$ cat config.mk
export PLATFORM = sky130hd
export DESIGN_NAME = usb_config_descriptor_scanner_flat
export DESIGN_NICKNAME = d
export VERILOG_FILES = /design/src/sv/usbcds_pkg.sv /design/src/sv/usbcds_if.sv /design/src/sv/usb_config_descriptor_scanner.sv /design/src/flat_wrapper.sv
export SDC_FILE = /design/constraint.sdc
export NUM_CORES = 1
export LEC_CHECK = 0
export BUFFER_PORTS_ARGS = -buffer_cell sky130_fd_sc_hd__buf_2
export CORE_MARGIN = 3
export CORE_UTILIZATION = 54
export CTS_CLUSTER_DIAMETER = 120
export DETAILED_ROUTE_END_ITERATION = 10
export GPL_TIMING_DRIVEN = 0
export PLACE_DENSITY = 0.86
export SLEW_MARGIN = 20
export SYNTH_ARGS = -nofsm -noshare
export SYNTH_HDL_FRONTEND = slang
export SYNTH_SLANG_ARGS = --single-unit
export TNS_END_PERCENT = 100
$ cat constraint.sdc
create_clock -name clock -period 5.7 [get_ports clock]
set_input_delay 0.285 -clock clock [delete_from_list [all_inputs] [get_ports clock]]
set_output_delay 0.285 -clock clock [all_outputs]
set_load 0.02 [all_outputs]
$ cat src/sv/usbcds_pkg.sv
package usbcds_pkg;

   localparam int BYTE_WIDTH = 8;
   localparam int MPS_WIDTH  = 11;
   localparam int PEND_DEPTH = 7;

   localparam logic [BYTE_WIDTH-1:0] TYPE_INTERFACE   = 8'd4;
   localparam logic [BYTE_WIDTH-1:0] TYPE_ENDPOINT    = 8'd5;
   localparam logic [BYTE_WIDTH-1:0] IFACE_MIN_LEN    = 8'd9;
   localparam logic [BYTE_WIDTH-1:0] EP_MIN_LEN       = 8'd7;
   localparam logic [BYTE_WIDTH-1:0] MIN_DESC_LEN     = 8'd2;
   localparam logic [BYTE_WIDTH-1:0] XFER_MASK        = 8'h03;
   localparam logic [BYTE_WIDTH-1:0] XFER_INTERRUPT   = 8'h03;
   localparam logic [BYTE_WIDTH-1:0] DIR_IN           = 8'h80;
   localparam logic [MPS_WIDTH-1:0]  MPS_DEFAULT      = 11'd8;
   localparam logic [BYTE_WIDTH-1:0] INTERVAL_DEFAULT = 8'd10;

   typedef logic [BYTE_WIDTH-1:0] byte_type;

   typedef struct packed {
      logic                 iface_found;
      byte_type             iface_class;
      byte_type             iface_subclass;
      byte_type             iface_protocol;
      byte_type             iface_number;
      logic                 ep_found;
      byte_type             ep_address;
      logic [MPS_WIDTH-1:0] ep_max_packet;
      byte_type             ep_interval;
      logic                 malformed;
   } result_type;

endpackage

$ cat src/sv/usbcds_if.sv
interface usbcds_req_if;
   import usbcds_pkg::*;

   logic     valid;
   logic     ready;
   byte_type data_byte;
   logic     last_byte;

   modport source (output valid, output data_byte, output last_byte, input ready);
   modport sink   (input valid, input data_byte, input last_byte, output ready);
endinterface

interface usbcds_rsp_if;
   import usbcds_pkg::*;

   logic                 valid;
   logic                 ready;
   logic                 iface_found;
   byte_type             iface_class;
   byte_type             iface_subclass;
   byte_type             iface_protocol;
   byte_type             iface_number;
   logic                 ep_found;
   byte_type             ep_address;
   logic [MPS_WIDTH-1:0] ep_max_packet;
   byte_type             ep_interval;
   logic                 malformed;

   modport source (
      output valid, output iface_found, output iface_class, output iface_subclass,
      output iface_protocol, output iface_number, output ep_found, output ep_address,
      output ep_max_packet, output ep_interval, output malformed, input ready
   );
   modport sink (
      input valid, input iface_found, input iface_class, input iface_subclass,
      input iface_protocol, input iface_number, input ep_found, input ep_address,
      input ep_max_packet, input ep_interval, input malformed, output ready
   );
endinterface

$ cat src/sv/usb_config_descriptor_scanner.sv
// USB configuration descriptor scanner.
//
// Feed the descriptor set on the req channel, one byte per request, with
// last_byte high on the final byte. The block walks the length-prefixed
// descriptors and, for every request marked last, returns one response on the
// rsp channel: the first complete interface descriptor, the first complete
// interrupt IN endpoint descriptor (defaults when none), and a malformed flag
// set when a length byte below 2 stopped the walk. Non-last bytes give no
// response.
//
// Throughput: one byte per cycle while req_ready is high; the parser updates on every byte taken.
// Output: each response is registered in the result register, or in the skid register if that waits.
// Stall: a two-entry output buffer (result register plus skid register) keeps
// req_ready high while one response waits; ready drops only when both are
// full, and rises again the cycle after rsp drains one.
// Reset: synchronous, active high; clears the parser, both records and the
// output buffer. Once a last byte is taken the parser is back in its reset
// state, so the next set may follow at once.
module usb_config_descriptor_scanner (
   input logic clock,
   input logic reset,
   usbcds_req_if.sink   req,
   usbcds_rsp_if.source rsp
);
   import usbcds_pkg::*;

   // Parser state
   byte_type   desc_length_ff, desc_length_in;
   byte_type   desc_position_ff, desc_position_in;
   byte_type   desc_kind_ff, desc_kind_in;
   logic       parse_stopped_ff, parse_stopped_in;
   byte_type   pend_ff [PEND_DEPTH];
   byte_type   pend_in [PEND_DEPTH];

   // Found records
   logic                 if_found_ff, if_found_in;
   byte_type             if_class_ff, if_class_in;
   byte_type             if_sub_ff, if_sub_in;
   byte_type             if_proto_ff, if_proto_in;
   byte_type             if_num_ff, if_num_in;
   logic                 ep_have_ff, ep_have_in;
   byte_type             ep_addr_ff, ep_addr_in;
   logic [MPS_WIDTH-1:0] ep_mps_ff, ep_mps_in;
   byte_type             ep_int_ff, ep_int_in;

   // Output buffer
   logic       out_valid_ff, out_valid_in;
   logic       skid_valid_ff, skid_valid_in;
   result_type out_ff, out_in;
   result_type skid_ff, skid_in;
   result_type result;

   logic       accept;
   logic       emit;
   logic       out_pop;

   // Values after this byte, before the end-of-set clear
   byte_type   length_upd, position_upd, kind_upd;
   logic       stopped_upd, finish;
   logic       if_take, ep_take;
   logic [MPS_WIDTH-1:0] mps_raw;

   assign req.ready = !skid_valid_ff;
   assign accept    = req.valid && req.ready;
   assign emit      = accept && req.last_byte;
   assign out_pop   = out_valid_ff && rsp.ready;

   always_comb begin
      length_upd   = desc_length_ff;
      position_upd = desc_position_ff;
      kind_upd     = desc_kind_ff;
      stopped_upd  = parse_stopped_ff;
      finish       = 1'b0;
      for (int i = 0; i < PEND_DEPTH; i++) begin
         pend_in[i] = pend_ff[i];
      end

      if (accept && !parse_stopped_ff) begin
         if (desc_position_ff == '0) begin
            // Length byte: start a descriptor or stop on a short length
            length_upd = req.data_byte;
            if (req.data_byte < MIN_DESC_LEN) begin
               if (!req.last_byte) begin
                  stopped_upd = 1'b1;
               end
            end else begin
               position_upd = 8'd1;
            end
         end else begin
            if (desc_position_ff == 8'd1) begin
               kind_upd = req.data_byte;
            end
            for (int i = 0; i < PEND_DEPTH; i++) begin
               if (desc_position_ff == BYTE_WIDTH'(i + 2)) begin
                  pend_in[i] = req.data_byte;
               end
            end
            if (desc_position_ff == desc_length_ff - 8'd1) begin
               finish       = 1'b1;
               position_upd = '0;
            end else begin
               position_upd = desc_position_ff + 8'd1;
            end
         end
      end

      // Judge a descriptor whose final byte just arrived
      if_take = finish && (kind_upd == TYPE_INTERFACE) && (desc_length_ff >= IFACE_MIN_LEN)
                && !if_found_ff;
      ep_take = finish && !((kind_upd == TYPE_INTERFACE) && (desc_length_ff >= IFACE_MIN_LEN))
                && (kind_upd == TYPE_ENDPOINT) && (desc_length_ff >= EP_MIN_LEN)
                && ((pend_in[1] & XFER_MASK) == XFER_INTERRUPT)
                && ((pend_in[0] & DIR_IN) != '0) && !ep_have_ff;
      mps_raw = {pend_in[3][MPS_WIDTH-BYTE_WIDTH-1:0], pend_in[2]};

      if_found_in = if_found_ff || if_take;
      if_num_in   = if_take ? pend_in[0] : if_num_ff;
      if_class_in = if_take ? pend_in[3] : if_class_ff;
      if_sub_in   = if_take ? pend_in[4] : if_sub_ff;
      if_proto_in = if_take ? pend_in[5] : if_proto_ff;
      ep_have_in  = ep_have_ff || ep_take;
      ep_addr_in  = ep_take ? pend_in[0] : ep_addr_ff;
      ep_int_in   = ep_take ? pend_in[4] : ep_int_ff;
      ep_mps_in   = ep_mps_ff;
      if (ep_take) begin
         ep_mps_in = (mps_raw == '0) ? MPS_DEFAULT : mps_raw;
      end

      result.iface_found    = if_found_in;
      result.iface_class    = if_class_in;
      result.iface_subclass = if_sub_in;
      result.iface_protocol = if_proto_in;
      result.iface_number   = if_num_in;
      result.ep_found       = ep_have_in;
      result.ep_address     = ep_addr_in;
      result.ep_max_packet  = ep_mps_in;
      result.ep_interval    = ep_int_in;
      result.malformed      = stopped_upd;

      desc_length_in   = length_upd;
      desc_position_in = position_upd;
      desc_kind_in     = kind_upd;
      parse_stopped_in = stopped_upd;

      // Drop everything back to reset values once the set ends
      if (emit) begin
         desc_length_in   = '0;
         desc_position_in = '0;
         desc_kind_in     = '0;
         parse_stopped_in = 1'b0;
         if_found_in      = 1'b0;
         if_class_in      = '0;
         if_sub_in        = '0;
         if_proto_in      = '0;
         if_num_in        = '0;
         ep_have_in       = 1'b0;
         ep_addr_in       = '0;
         ep_mps_in        = MPS_DEFAULT;
         ep_int_in        = INTERVAL_DEFAULT;
      end
   end

   // Two-entry output buffer: result register in front, skid behind it
   always_comb begin
      out_valid_in  = out_valid_ff;
      skid_valid_in = skid_valid_ff;
      out_in        = out_ff;
      skid_in       = skid_ff;
      if (skid_valid_ff) begin
         if (out_pop) begin
            out_in        = skid_ff;
            skid_valid_in = 1'b0;
         end
      end else if (!out_valid_ff || out_pop) begin
         out_valid_in = emit;
         out_in       = result;
      end else if (emit) begin
         skid_valid_in = 1'b1;
         skid_in       = result;
      end
   end

   always_ff @(posedge clock) begin
      if (reset) begin
         desc_length_ff   <= '0;
         desc_position_ff <= '0;
         desc_kind_ff     <= '0;
         parse_stopped_ff <= 1'b0;
         if_found_ff      <= 1'b0;
         if_class_ff      <= '0;
         if_sub_ff        <= '0;
         if_proto_ff      <= '0;
         if_num_ff        <= '0;
         ep_have_ff       <= 1'b0;
         ep_addr_ff       <= '0;
         ep_mps_ff        <= MPS_DEFAULT;
         ep_int_ff        <= INTERVAL_DEFAULT;
         out_valid_ff     <= 1'b0;
         skid_valid_ff    <= 1'b0;
      end else begin
         desc_length_ff   <= desc_length_in;
         desc_position_ff <= desc_position_in;
         desc_kind_ff     <= desc_kind_in;
         parse_stopped_ff <= parse_stopped_in;
         if_found_ff      <= if_found_in;
         if_class_ff      <= if_class_in;
         if_sub_ff        <= if_sub_in;
         if_proto_ff      <= if_proto_in;
         if_num_ff        <= if_num_in;
         ep_have_ff       <= ep_have_in;
         ep_addr_ff       <= ep_addr_in;
         ep_mps_ff        <= ep_mps_in;
         ep_int_ff        <= ep_int_in;
         out_valid_ff     <= out_valid_in;
         skid_valid_ff    <= skid_valid_in;
      end
   end

   // Payload holds need no reset
   always_ff @(posedge clock) begin
      for (int i = 0; i < PEND_DEPTH; i++) begin
         pend_ff[i] <= pend_in[i];
      end
      out_ff  <= out_in;
      skid_ff <= skid_in;
   end

   assign rsp.valid          = out_valid_ff;
   assign rsp.iface_found    = out_ff.iface_found;
   assign rsp.iface_class    = out_ff.iface_class;
   assign rsp.iface_subclass = out_ff.iface_subclass;
   assign rsp.iface_protocol = out_ff.iface_protocol;
   assign rsp.iface_number   = out_ff.iface_number;
   assign rsp.ep_found       = out_ff.ep_found;
   assign rsp.ep_address     = out_ff.ep_address;
   assign rsp.ep_max_packet  = out_ff.ep_max_packet;
   assign rsp.ep_interval    = out_ff.ep_interval;
   assign rsp.malformed      = out_ff.malformed;

   // The skid entry is only ever filled behind a waiting result
   assert property (@(posedge clock) disable iff (reset) skid_valid_ff |-> out_valid_ff)
      else $error("skid entry valid while result register is empty");

   // A stopped walk never sits inside a descriptor
   assert property (@(posedge clock) disable iff (reset)
      parse_stopped_ff |-> (desc_position_ff == '0))
      else $error("parser stopped mid-descriptor");

   // A found endpoint never reports a zero packet size
   assert property (@(posedge clock) disable iff (reset) ep_have_ff |-> (ep_mps_ff != '0))
      else $error("endpoint record holds zero max packet size");

   // The last byte leaves the parser and records cleared
   assert property (@(posedge clock) disable iff (reset)
      (req.valid && req.ready && req.last_byte) |=>
         (desc_position_ff == '0) && !parse_stopped_ff && !if_found_ff && !ep_have_ff)
      else $error("parser not cleared after last byte");

   // A last byte taken while the result register is free shows up next cycle
   assert property (@(posedge clock) disable iff (reset)
      (req.valid && req.ready && req.last_byte && (!out_valid_ff || rsp.ready)) |=> out_valid_ff)
      else $error("response missing after last byte");

endmodule
$ cat src/flat_wrapper.sv
// flat-port wrapper written by rule: the top's interface ports become plain ports
module usb_config_descriptor_scanner_flat import usbcds_pkg::*;
  (clock, reset, req_valid, req_data_byte, req_last_byte, req_ready, rsp_valid, rsp_iface_found, rsp_iface_class, rsp_iface_subclass, rsp_iface_protocol, rsp_iface_number, rsp_ep_found, rsp_ep_address, rsp_ep_max_packet, rsp_ep_interval, rsp_malformed, rsp_ready);
  usbcds_req_if req_i ();
  usbcds_rsp_if rsp_i ();
  input logic clock;
  input logic reset;
  input wire logic [$bits(req_i.valid)-1:0] req_valid;
  input wire logic [$bits(req_i.data_byte)-1:0] req_data_byte;
  input wire logic [$bits(req_i.last_byte)-1:0] req_last_byte;
  output wire logic [$bits(req_i.ready)-1:0] req_ready;
  output wire logic [$bits(rsp_i.valid)-1:0] rsp_valid;
  output wire logic [$bits(rsp_i.iface_found)-1:0] rsp_iface_found;
  output wire logic [$bits(rsp_i.iface_class)-1:0] rsp_iface_class;
  output wire logic [$bits(rsp_i.iface_subclass)-1:0] rsp_iface_subclass;
  output wire logic [$bits(rsp_i.iface_protocol)-1:0] rsp_iface_protocol;
  output wire logic [$bits(rsp_i.iface_number)-1:0] rsp_iface_number;
  output wire logic [$bits(rsp_i.ep_found)-1:0] rsp_ep_found;
  output wire logic [$bits(rsp_i.ep_address)-1:0] rsp_ep_address;
  output wire logic [$bits(rsp_i.ep_max_packet)-1:0] rsp_ep_max_packet;
  output wire logic [$bits(rsp_i.ep_interval)-1:0] rsp_ep_interval;
  output wire logic [$bits(rsp_i.malformed)-1:0] rsp_malformed;
  input wire logic [$bits(rsp_i.ready)-1:0] rsp_ready;
  assign req_i.valid = req_valid;
  assign req_i.data_byte = req_data_byte;
  assign req_i.last_byte = req_last_byte;
  assign req_ready = req_i.ready;
  assign rsp_valid = rsp_i.valid;
  assign rsp_iface_found = rsp_i.iface_found;
  assign rsp_iface_class = rsp_i.iface_class;
  assign rsp_iface_subclass = rsp_i.iface_subclass;
  assign rsp_iface_protocol = rsp_i.iface_protocol;
  assign rsp_iface_number = rsp_i.iface_number;
  assign rsp_ep_found = rsp_i.ep_found;
  assign rsp_ep_address = rsp_i.ep_address;
  assign rsp_ep_max_packet = rsp_i.ep_max_packet;
  assign rsp_ep_interval = rsp_i.ep_interval;
  assign rsp_malformed = rsp_i.malformed;
  assign rsp_i.ready = rsp_ready;
  usb_config_descriptor_scanner u_core (.clock(clock), .reset(reset), .req(req_i), .rsp(rsp_i));
endmodule
-- Word level (Yosys, flattened, before mapping)
Memory sizes are Yosys's and may differ from the RTL's.
Cells that the tools add are included.
- reductions and logical operators: 33
- mux-type cells: 37
- bitwise logic cells: 2
- $add $sub $neg: 2
- equality and inequality tests: 17
- magnitude comparators: 3
- operators by type and width (kind ; count):
    $mux 62 ; 3
    $mux 8 ; 19
    $mux 56 ; 2
    $eq 8x3->1 const B ; 6
    $mux 11 ; 2
    $eq 8x2->1 const B ; 2
    $logic_and 1x1->1 ; 14
    $logic_not 11->1 ; 1
    $mux 1 ; 11
    $add 8x1->8 const B ; 1
    $eq 8x1->1 const B ; 1
    $eq 8x4->1 const B ; 1
    $eq 8x8->1 ; 1
    $ge 8x3->1 const B ; 1
    $ge 8x4->1 const B ; 1
    $logic_not 8->1 ; 1
    $lt 8x2->1 const B ; 1
    $reduce_and 2->1 ; 4
    $sub 8x1->8 const B ; 1
    $logic_not 1->1 ; 6
    $ne 2x2->1 const B ; 3
    $reduce_and 3->1 ; 2
    $logic_or 1x1->1 ; 3
    $ne 3x3->1 const B ; 1
    5 further kinds ; 6
- word-level logic and storage cells: 130
- memories: 1
- output and inout port bits: 64
- input bits: 13
- bits in writable memories: 56
- register bits after elaboration: 212
- memories (memory ; words ; bits a word ; read ports ; clocked after Yosys merged registers in ; wr ports ; line ; text):
    u_core.pend_ff ; 7 ; 8 ; 6 ; 0 ; 7 ; usb_config_descriptor_scanner.sv:32 ; byte_type pend_ff [PEND_DEPTH];

-- Logic depth before layout (Yosys ltp)
- depth after elaboration: 16
- depth in mapped cells: 12
- depth with buffers taken out: 8

-- Least setup slack after synthesis
OpenSTA, ideal clock, no wires.
- kind: register to register
- from: register u_core.skid_valid_ff
- to: register u_core.skid_ff[0] (netlist bit), enable pin
- data arrival time: 5.340 ns
- cell stages (with the launch flop): 5
- period minus slack after synthesis: 5.912 ns
- data required time: 5.128 ns
- library setup time: 0.572 ns
- setup slack: -0.212 ns
- cell sequence: dfxtp_1 buf_2 nor2b_1 nand2_1 nor3b_1
- longest elaborated chain between the ends: 4
- elaborated cells on any way between the ends: 5
- those cells by class: 1 x bitwise; 4 x reduce/logical
- RTL lines (item ; line ; text):
    from (decl) ; usb_config_descriptor_scanner.sv:48 ; logic skid_valid_ff, skid_valid_in;
    from (signal assigned) ; usb_config_descriptor_scanner.sv:215 ; skid_valid_ff <= skid_valid_in;
    $logic_not 1->1 ; usb_config_descriptor_scanner.sv:63 ; assign req.ready = !skid_valid_ff;
    $logic_and 1x1->1 ; usb_config_descriptor_scanner.sv:64 ; assign accept = req.valid && req.ready;
    $logic_and 1x1->1 ; usb_config_descriptor_scanner.sv:65 ; assign emit = accept && req.last_byte;
    $reduce_and 3->1 (no source line) (*) ; n/a ;
    to (signal assigned) ; usb_config_descriptor_scanner.sv:225 ; skid_ff <= skid_in;
    to (decl) ; usb_config_descriptor_scanner.sv:50 ; result_type skid_ff, skid_in;
Mark *: on every way between the ends. The rest lies on a longest branch, timed or not.
A chain may end at the register's enable or synchronous reset.

==> metrics.txt <==
Max Freq=231 MHz; ys flop type=dfxtp_1; Net Count, Synth=932; fin crit period=4.33 ns; crit path buf inv count=2; Unique masters post-synth=64; Max stage delay on crit path=0.73 ns; status=complete, no violations; delay-heaviest family, CP=simple AND/OR/NAND/NOR gates; yosys warns=0; CP Class=reg2reg; clk sinks=254; DRT Pass-1 Iters=6; vias in the first global route=8,079; worst hold path class=in2reg; number of clock buffers inserted by TritonCTS=25; final core utilization=64.2%; Total Routed Length=28.5 mm; # nets final=1,040; met3 Usage GRT=6.26%; Critical Path Fanout Max=10; CP Launch Type=register; Die ar.=0.0217 mm²; Async SR Flop Fraction=0%; Avg Vias per Cell=6.33; clk buf depth=3; layout cell share with drive strength beyond 1=20.2%; Final Cycle Share=75.9%; Post-route DRC=0; Mapped Area=0.0108 mm²; # IOs=77; final max-slew violation count=0; Crit. path cell count=9; Final Hold Viols=0; Slew headroom=46.2%; initial antenna violation count=2; Avg Inst Size Synth=11.8 µm²; Routed Antenna Nets=0; Overall Power=0.00405 W; register area=0.00633 mm²; Seq/Total Area, Yosys=58.8%; Layout area overhead=16.5%; Reg2Reg Depth=9; Post-synth EDFFs=124; Final setup viols=0; Starting DRT DRC Count=1,071; leakage=5.06 nW; routed vias=8,265; Multi-input gate area=0.00405 mm²; final setup TNS=0 ns; largest net degree at the start of global routing=26; Worst Tran Pin Value=0.807 ns; Post-DP Area=0.0116 mm²; GPL Wtd Cong=0.903; die height=147 µm; Setup crit end kind=register; row count=51; Synth area leaders=edfxtp_1 (35%), dfxtp_1 (24%), mux2_2 (4.6%), a221o_1 (4.1%), o31ai_1 (2.9%); Die Span X=147 µm; crit path cell chain=inv_1 > ha_1 > nor4b_2 > nand4_1 > and3_1 > o21a_1 > a31oi_1 > clkbuf_1 > a221o_1; Clock Pin Slew Worst Setup and Hold Paths=0.06 ns; Clock Root Buffer=clkbuf_16; Peak VDD IR=0.000208 V; drt wl/cell=21.8 µm; Total Routing Usage GR=25.6%; GR met2 Demand/Resource=41.7%; first-pass GRT wire length=44.3 mm; max-cap violations=0; Starting Density=55.1%; Arrival @ worst endpoint=4.71 ns; CTS tree=yes; Filler cells=1,436; Skew-Pair Late Insertion Delay=0.53 ns; Core ar.=0.0195 mm²; Overflow after GRT=0; flops & latches, synth=254; RSZ-0062 raised after global routing=false; hold depth=3; fin area=0.0125 mm²; Final Skew=0.0135 ns; grt met1 use=34.0%; cells after synthesis=912; PortBufs=73; Power Density=323 mW/mm²; busiest grt layer=met2; Synth area leader=edfxtp_1; detailed placement HPWL=19.1 mm; Max H-tree Level=1; Slowest-stage cell, CP=nor4b_2; Critical Path RT=6.09 ns; post-synth top area share=34.6%
worst min-delay path, cell delays in order:
cell,delay [ns]
buf_2,0.13
a21oi_1,0.12
nor3_1,0.05
layout by cell type (no fill, tap or decap), types with 9 or more instances in the layout:
| cell type | instances |
|---|---|
| clkbuf_16 | 25 |
| nor2_1 | 22 |
| o21a_1 | 19 |
| mux2i_1 | 10 |
| edfxtp_1 | 124 |
| nand4_1 | 47 |
| or2_1 | 15 |
| o31a_1 | 17 |
| and4_1 | 18 |
| a221o_1 | 44 |
| o311ai_0 | 11 |
| xor2_1 | 9 |
| mux2_2 | 44 |
| and2_1 | 35 |
| o31ai_1 | 41 |
| nand2_1 | 77 |
| buf_2 | 94 |
| inv_1 | 24 |
| clkbuf_1 | 43 |
| dfxtp_1 | 130 |
| a21oi_1 | 52 |
stage by stage:
step | setup slack (ns) | hold WS (ns) | std cells
3_5_place_dp | 1.68 | 0.445 | 1257
5_1_grt | 1.15 | 0.124 | 1305
4_1_cts | 1.58 | 0.107 | 1304
3_3_place_gp | -2.11 | 0.436 | 1250
2_1_floorplan | 0.0917 | 0.354 | 912
6_report | 1.37 | 0.119 | 1305
metal layers:
| metal | part of all wire, % | vias up | wire, µm |
|---|---|---|---|
| met4 | 3.1 | 2 | 884 |
| met5 | 0.067 | - | 19 |
| met2 | 47 | 475 | 13500 |
| met1 | 39 | 3987 | 11000 |
| li1 | - | 3717 | - |
| met3 | 11 | 84 | 3060 |
timing repair:
action	in CTS	in global routing
setup buffers	0	0
gates resized for setup	0	0
hold buffers	1	0
endpoints found under the hold margin	2	0
layout make-up:
cell class	count	share of cell area, %
Antenna cell	1	0.0200
Clock buffer	28	5.24
Inverter	25	0.748
Multi-Input combinational cell	562	32.3
Buffer	71	2.48
Timing Repair Buffer	81	3.94
Sequential cell	254	50.4
Clock inverter	18	2.16
Tap cell	265	2.64
path summary, 6_finish.rpt:
check | slack (ns) | start | endpoint
hold / removal | 0.12 | req_valid | u_core.skid_valid_ff
setup reg to reg | 1.37 | u_core.desc_position_ff[0] | u_core.rsp.iface_subclass[7]
setup / recovery | 1.37 | u_core.desc_position_ff[0] | u_core.rsp.iface_subclass[7]
hold reg to reg | 0.46 | u_core.desc_kind_ff[7] | u_core.desc_kind_ff[7]
cells in the mapped netlist, types with 3 or more instances:
library cell / count
dfxtp_1: 130
edfxtp_1: 124
nand2_1: 77
a21oi_1: 52
nand4_1: 47
a221o_1: 44
mux2_2: 44
clkbuf_1: 42
o31ai_1: 41
and2_1: 35
inv_1: 24
nor2_1: 22
buf_2: 21
o21a_1: 19
and4_1: 18
o31a_1: 17
or2_1: 15
o311ai_0: 11
mux2i_1: 10
xor2_1: 9
nand3_1: 8
nor3_1: 8
o21ai_0: 8
ha_1: 7
xnor2_1: 7
or4_1: 5
and3_1: 4
buf_1: 4
nand2b_1: 4
o211ai_1: 4
or2_2: 4
a211oi_1: 3
buf_4: 3
nor4b_1: 3
power by group:
part / internal (W) / total (W) / switching (W)
logic: 0.0000712 / 0.000245 / 0.000174
registers: 0.00194 / 0.00196 / 0.0000133
clock network: 0.00115 / 0.00185 / 0.000702
sequential cells by signal, indices dropped and copies added, names as in the netlist, 11 cells and up:
register and cells:
u_core.ep_mps_ff 11, u_core.pend_ff 42, u_core.rsp.ep_max_packet 11, u_core.skid_ff 62
logic make-up (layout without fill, tap and decap cells):
kind of cell    Yosys count  in the layout  synth area share, %
compound gates          217            217                 15.5
xor+xnor                 16             16                 1.30
fa+ha+maj                 7              7                0.814
buf+inv                  96            223                 3.77
flops                   254            254                 58.8
mux                      54             54                 5.53
other cells               0              1                    0
simple gates            268            268                 14.3
(Power assumes the default switching activity.)
